<file path="src/hdl/hfpa_ram.sv">
module hfpa_ram #(
    parameter int WIDTH = 32,
    parameter int DEPTH = 32
) (
    input  logic                                   i_clk,
    input  logic                                   i_we,
    input  logic [((DEPTH > 1) ? $clog2(DEPTH) : 1)-1:0] i_waddr,
    input  logic [WIDTH-1:0]                       i_wdata,
    input  logic [((DEPTH > 1) ? $clog2(DEPTH) : 1)-1:0] i_raddr,
    output logic [WIDTH-1:0]                       o_rdata
);

    logic [WIDTH-1:0] r_mem [DEPTH];
    logic [WIDTH-1:0] r_rdata;

    // Simple dual-port RAM: one write port, one read port with registered data.
    always_ff @(posedge i_clk) begin
        if (i_we) begin
            r_mem[i_waddr] <= i_wdata;
        end
        r_rdata <= r_mem[i_raddr];
    end

    assign o_rdata = r_rdata;

endmodule

</file>
<file path="config.mk">
export PLATFORM = sky130hd
export DESIGN_NAME = hfpa_ram
export DESIGN_NICKNAME = d
export VERILOG_FILES = /design/src/hdl/hfpa_ram.sv
export SDC_FILE = /design/constraint.sdc
export NUM_CORES = 1
export LEC_CHECK = 0
export BUFFER_PORTS_ARGS = -buffer_cell sky130_fd_sc_hd__buf_2
export CAP_MARGIN = 25
export CORE_AREA = 2 2 344 346
export DETAILED_ROUTE_END_ITERATION = 10
export DIE_AREA = 0 0 346 348
export GPL_TIMING_DRIVEN = 0
export PLACE_DENSITY = 0.59
export SLEW_MARGIN = 25
export SYNTH_ARGS = -nofsm -noshare
export SYNTH_HDL_FRONTEND = slang
export SYNTH_SLANG_ARGS = --single-unit
</file>
<file path="constraint.sdc">
create_clock -name i_clk -period 5.1 [get_ports i_clk]
set_clock_uncertainty 0.2 [all_clocks]
set_input_delay 0.255 -clock i_clk [delete_from_list [all_inputs] [get_ports i_clk]]
set_output_delay 0.255 -clock i_clk [all_outputs]
set_load 0.1 [all_outputs]
</file>
==> out/summary.log <==
[status] status finished, final reports clean
[global_route] overall routing resource usage 16.43%
[logic_synthesis] count of distinct cell types in the synthesized netlist 25
[final_layout] Layout Nets 2555
[clocking] number of gates resized after CTS 0
[floorplan] area of the placeable core 0.1170 mm^2
[final_layout] number of fill cells in the layout 10320
[clocking] clock latency of the later-clocked register in the worst-skew pair 0.67 ns
[sta] unrepaired setup endpoints after global routing false
[global_route] antenna violations before repair 7
[sta] Pins Over Slew Limit 0
[setup_path] category of the most critical setup path in2reg
[floorplan] Die Outline Area 0.1204 mm^2
[logic_synthesis] biggest area consumer among synthesized cells sky130_fd_sc_hd__edfxtp_1
[global_route] Overflow after GRT 0
[logic_synthesis] average instance area after synthesis 17.91 um^2
[setup_path] cells traversed along the worst timing path buf_2 -> nor2_1 -> buf_2 -> clkbuf_1 -> a22o_1 -> nor3_1 -> a31oi_1 -> nand3_1
[logic_synthesis] prevailing post-synth register cell sky130_fd_sc_hd__edfxtp_1
[final_layout] number of standard cells in the final layout excluding fillers 4135
[global_route] number of global-route vias before repair 21430
[floorplan] Core Rows 126
[sta] share of the clock period used by the worst path 46.33%
[hold_path] start point of the worst hold path i_raddr[3]
[detailed_routing] initial drt markers 1928
[final_layout] layout overhead on the synthesized area 18.21%
[sta] maximum clock rate 0.4232 GHz
[setup_path] Worst path max stage delay 0.55 ns
[detailed_routing] Routed WL per cell 24.38 um
[sta] final worst path period need 2.363 ns
[placed_design] placed cell count 3912
[placed_design] routability congestion estimate from global placement 0.7764
[placed_design] # port buffers 74
[global_route] pin count of the biggest net entering global routing 33
[floorplan] die width 346 um
[logic_synthesis] synthesized cell area 0.04049 mm^2
[power] peak ir drop on the vdd network 0.0002413 V
[clocking] clock root buffer sky130_fd_sc_hd__clkbuf_16
[logic_synthesis] synth warn 0
[final_layout] Multi-input gate area 0.008582 mm^2
[placed_design] Detailed Place HPWL 68.00 mm
[job] Max-cap violations 0
[logic_synthesis] sequential cell area fraction in the yosys report 77.54%
[final_layout] share of cells above drive strength 1 14.49%
[clocking] Num CTS Buffers 101
[logic_synthesis] Async SR Flop Fraction 0%
[sta] Final Hold Viols 0
[sta] Rel. slew slack 27.65%
[final_layout] area used by sequential logic in the layout 0.03139 mm^2
[logic_synthesis] post-synthesis net count 2304
[clocking] clock tree from TritonCTS done
[setup_path] most frequent cell on the critical path sky130_fd_sc_hd__buf_2
[logic_synthesis] post-synthesis instance total 2260
[setup_path] endpoint required time on the critical path 5.34 ns
[detailed_routing] vias per cell 5.121
[setup_path] CP startpoint kind primary input
[clocking] TritonCTS sink count 1056
[logic_synthesis] Area contributors post-synth sky130_fd_sc_hd__edfxtp_1 (76%), sky130_fd_sc_hd__mux2i_1 (13%), sky130_fd_sc_hd__a22oi_1 (1.8%)
[setup_path] slowest stage cell, crit path sky130_fd_sc_hd__clkbuf_1
[sta] setup total negative slack 0 ns
[clocking] maximum root-to-sink buffer count 3
[logic_synthesis] fraction of synthesized cell area taken by the top area cell type 75.95%
[setup_path] Worst Path Buf+Inv 3
[floorplan] total I/O pin count 76
[logic_synthesis] most common cell in the synthesized netlist sky130_fd_sc_hd__edfxtp_1
[sta] Slew @ Worst Pin 1.085 ns
[detailed_routing] DRC violations left 0
[clocking] clock-pin slew of the registers on the worst-case setup and hold paths 0.06 ns
[setup_path] first element of the critical path i_raddr[1]
[setup_path] FF-to-FF Start r_mem[7][12]$_DFFE_PP_
[power] static leakage 0.01655 uW
[logic_synthesis] Yosys reg bits 1056
[clocking] H-tree levels 3
[power] pwr/cell area 389.6 mW/mm^2
[logic_synthesis] Post-synth EDFFs 1024
[detailed_routing] final antenna-violating net count 0
[setup_path] largest delay contributor family on the critical path buffers and inverters
[sta] Setup violations, final 0
[final_layout] final core utilization 40.91%
[setup_path] critical path capture point type register
[detailed_routing] via count 21180
[floorplan] initial core utilization 34.61%
[setup_path] signal arrival time at the worst endpoint 2.60 ns
[global_route] first-pass GRT wire length 144.6 mm
[power] Total Power Consumption 18640 uW
[detailed_routing] total wire length 100.8 mm
[clocking] buffer count from post-CTS setup fixing 0
[detailed_routing] Pre-antenna DRT Iters 5
[floorplan] die height 348 um
[setup_path] crit path max fanout 10
[hold_path] Min-Delay Path Class in2reg
[logic_synthesis] most common library cells after synthesis sky130_fd_sc_hd__edfxtp_1 (1024), sky130_fd_sc_hd__mux2i_1 (512), sky130_fd_sc_hd__nand2_1 (98), sky130_fd_sc_hd__nand3_1 (98)
[area by class of cell]
type	instances	area share (%)
sequential	1056	65.59
clock buffer	135	5.802
tap	1536	4.016
multi-input combinational	1077	17.93
antenna	4	0.02092
buffer	127	1.574
timing repair buffer	148	3.681
clock inverter	52	1.380
[sequential cells by signal, summed over array words and instances (netlist names)]
name / flops
o_rdata: 32
r_mem: 1024
[logic make-up after synthesis]
| family | share of synthesized area (%) |
|---|---|
| compound gates | 4.846 |
| buf+inv | 1.860 |
| flops | 77.53 |
| mux | 12.66 |
| simple gates | 3.100 |
[power breakdown]
group	leakage (uW)	internal (uW)	switching (uW)	total, uW
clock	0.00167	4580	3130	7710
combinational	0.00538	332	925	1260
sequential	0.00949	9650	31.0	9680
total	0.0166	14600	4090	18600
[through the flow]
step                worst slack, ns  hold slack [ns]  cell area (um^2)
global placement             0.4964           0.4232             42780
finish                        2.737           0.1545             47860
floorplan                     2.211           0.1539             40490
detailed placement            2.146           0.4175             44090
CTS                           2.838          0.09064             47850
global route                  2.670           0.1794             47850
[routing by layer]
| metal | global-route usage (%) | part of all wire (%) |
|---|---|---|
| met1 | 20.93 | 41 |
| met2 | 28.99 | 51 |
| met3 | 2.777 | 6.0 |
| met4 | 4.233 | 1.8 |
| met5 | 0 | 0.057 |
[worst paths after layout]
kind                                       endpoint  slack, ns  depth (start not counted)
worst max-delay path            o_rdata[12]$_DFF_P_       2.74                          8
worst min-delay path             o_rdata[0]$_DFF_P_       0.15                          5
worst max register to register  o_rdata[12]$_DFF_P_       3.02                          5
worst min register to register   o_rdata[7]$_DFF_P_       0.43                          4
[worst reg2reg max path, delay by kind of cell (launching register included)]
| kind | cells | cell delay (ns) |
|---|---|---|
| compound gates | 2 | 0.70 |
| flops | 1 | 0.37 |
| mux | 1 | 0.16 |
| simple gates | 2 | 0.44 |
[timing repair]
item                                    4_1_cts  5_1_grt
hold buffers                                 32        0
endpoints found under the setup margin        0        0
hold endpoints to repair                   1016        0
[layout by cell type (no fill, tap or decap), types with 33 or more instances in the layout]
cell type	instances
sky130_fd_sc_hd__clkbuf_16	102
sky130_fd_sc_hd__buf_4	33
sky130_fd_sc_hd__buf_2	100
sky130_fd_sc_hd__mux2i_1	512
sky130_fd_sc_hd__nand2_1	98
sky130_fd_sc_hd__nand3_1	98
sky130_fd_sc_hd__clkbuf_1	69
sky130_fd_sc_hd__a21oi_1	96
sky130_fd_sc_hd__a22o_1	64
sky130_fd_sc_hd__a22oi_1	96
sky130_fd_sc_hd__edfxtp_1	1024
(Power assumes the default switching activity.)
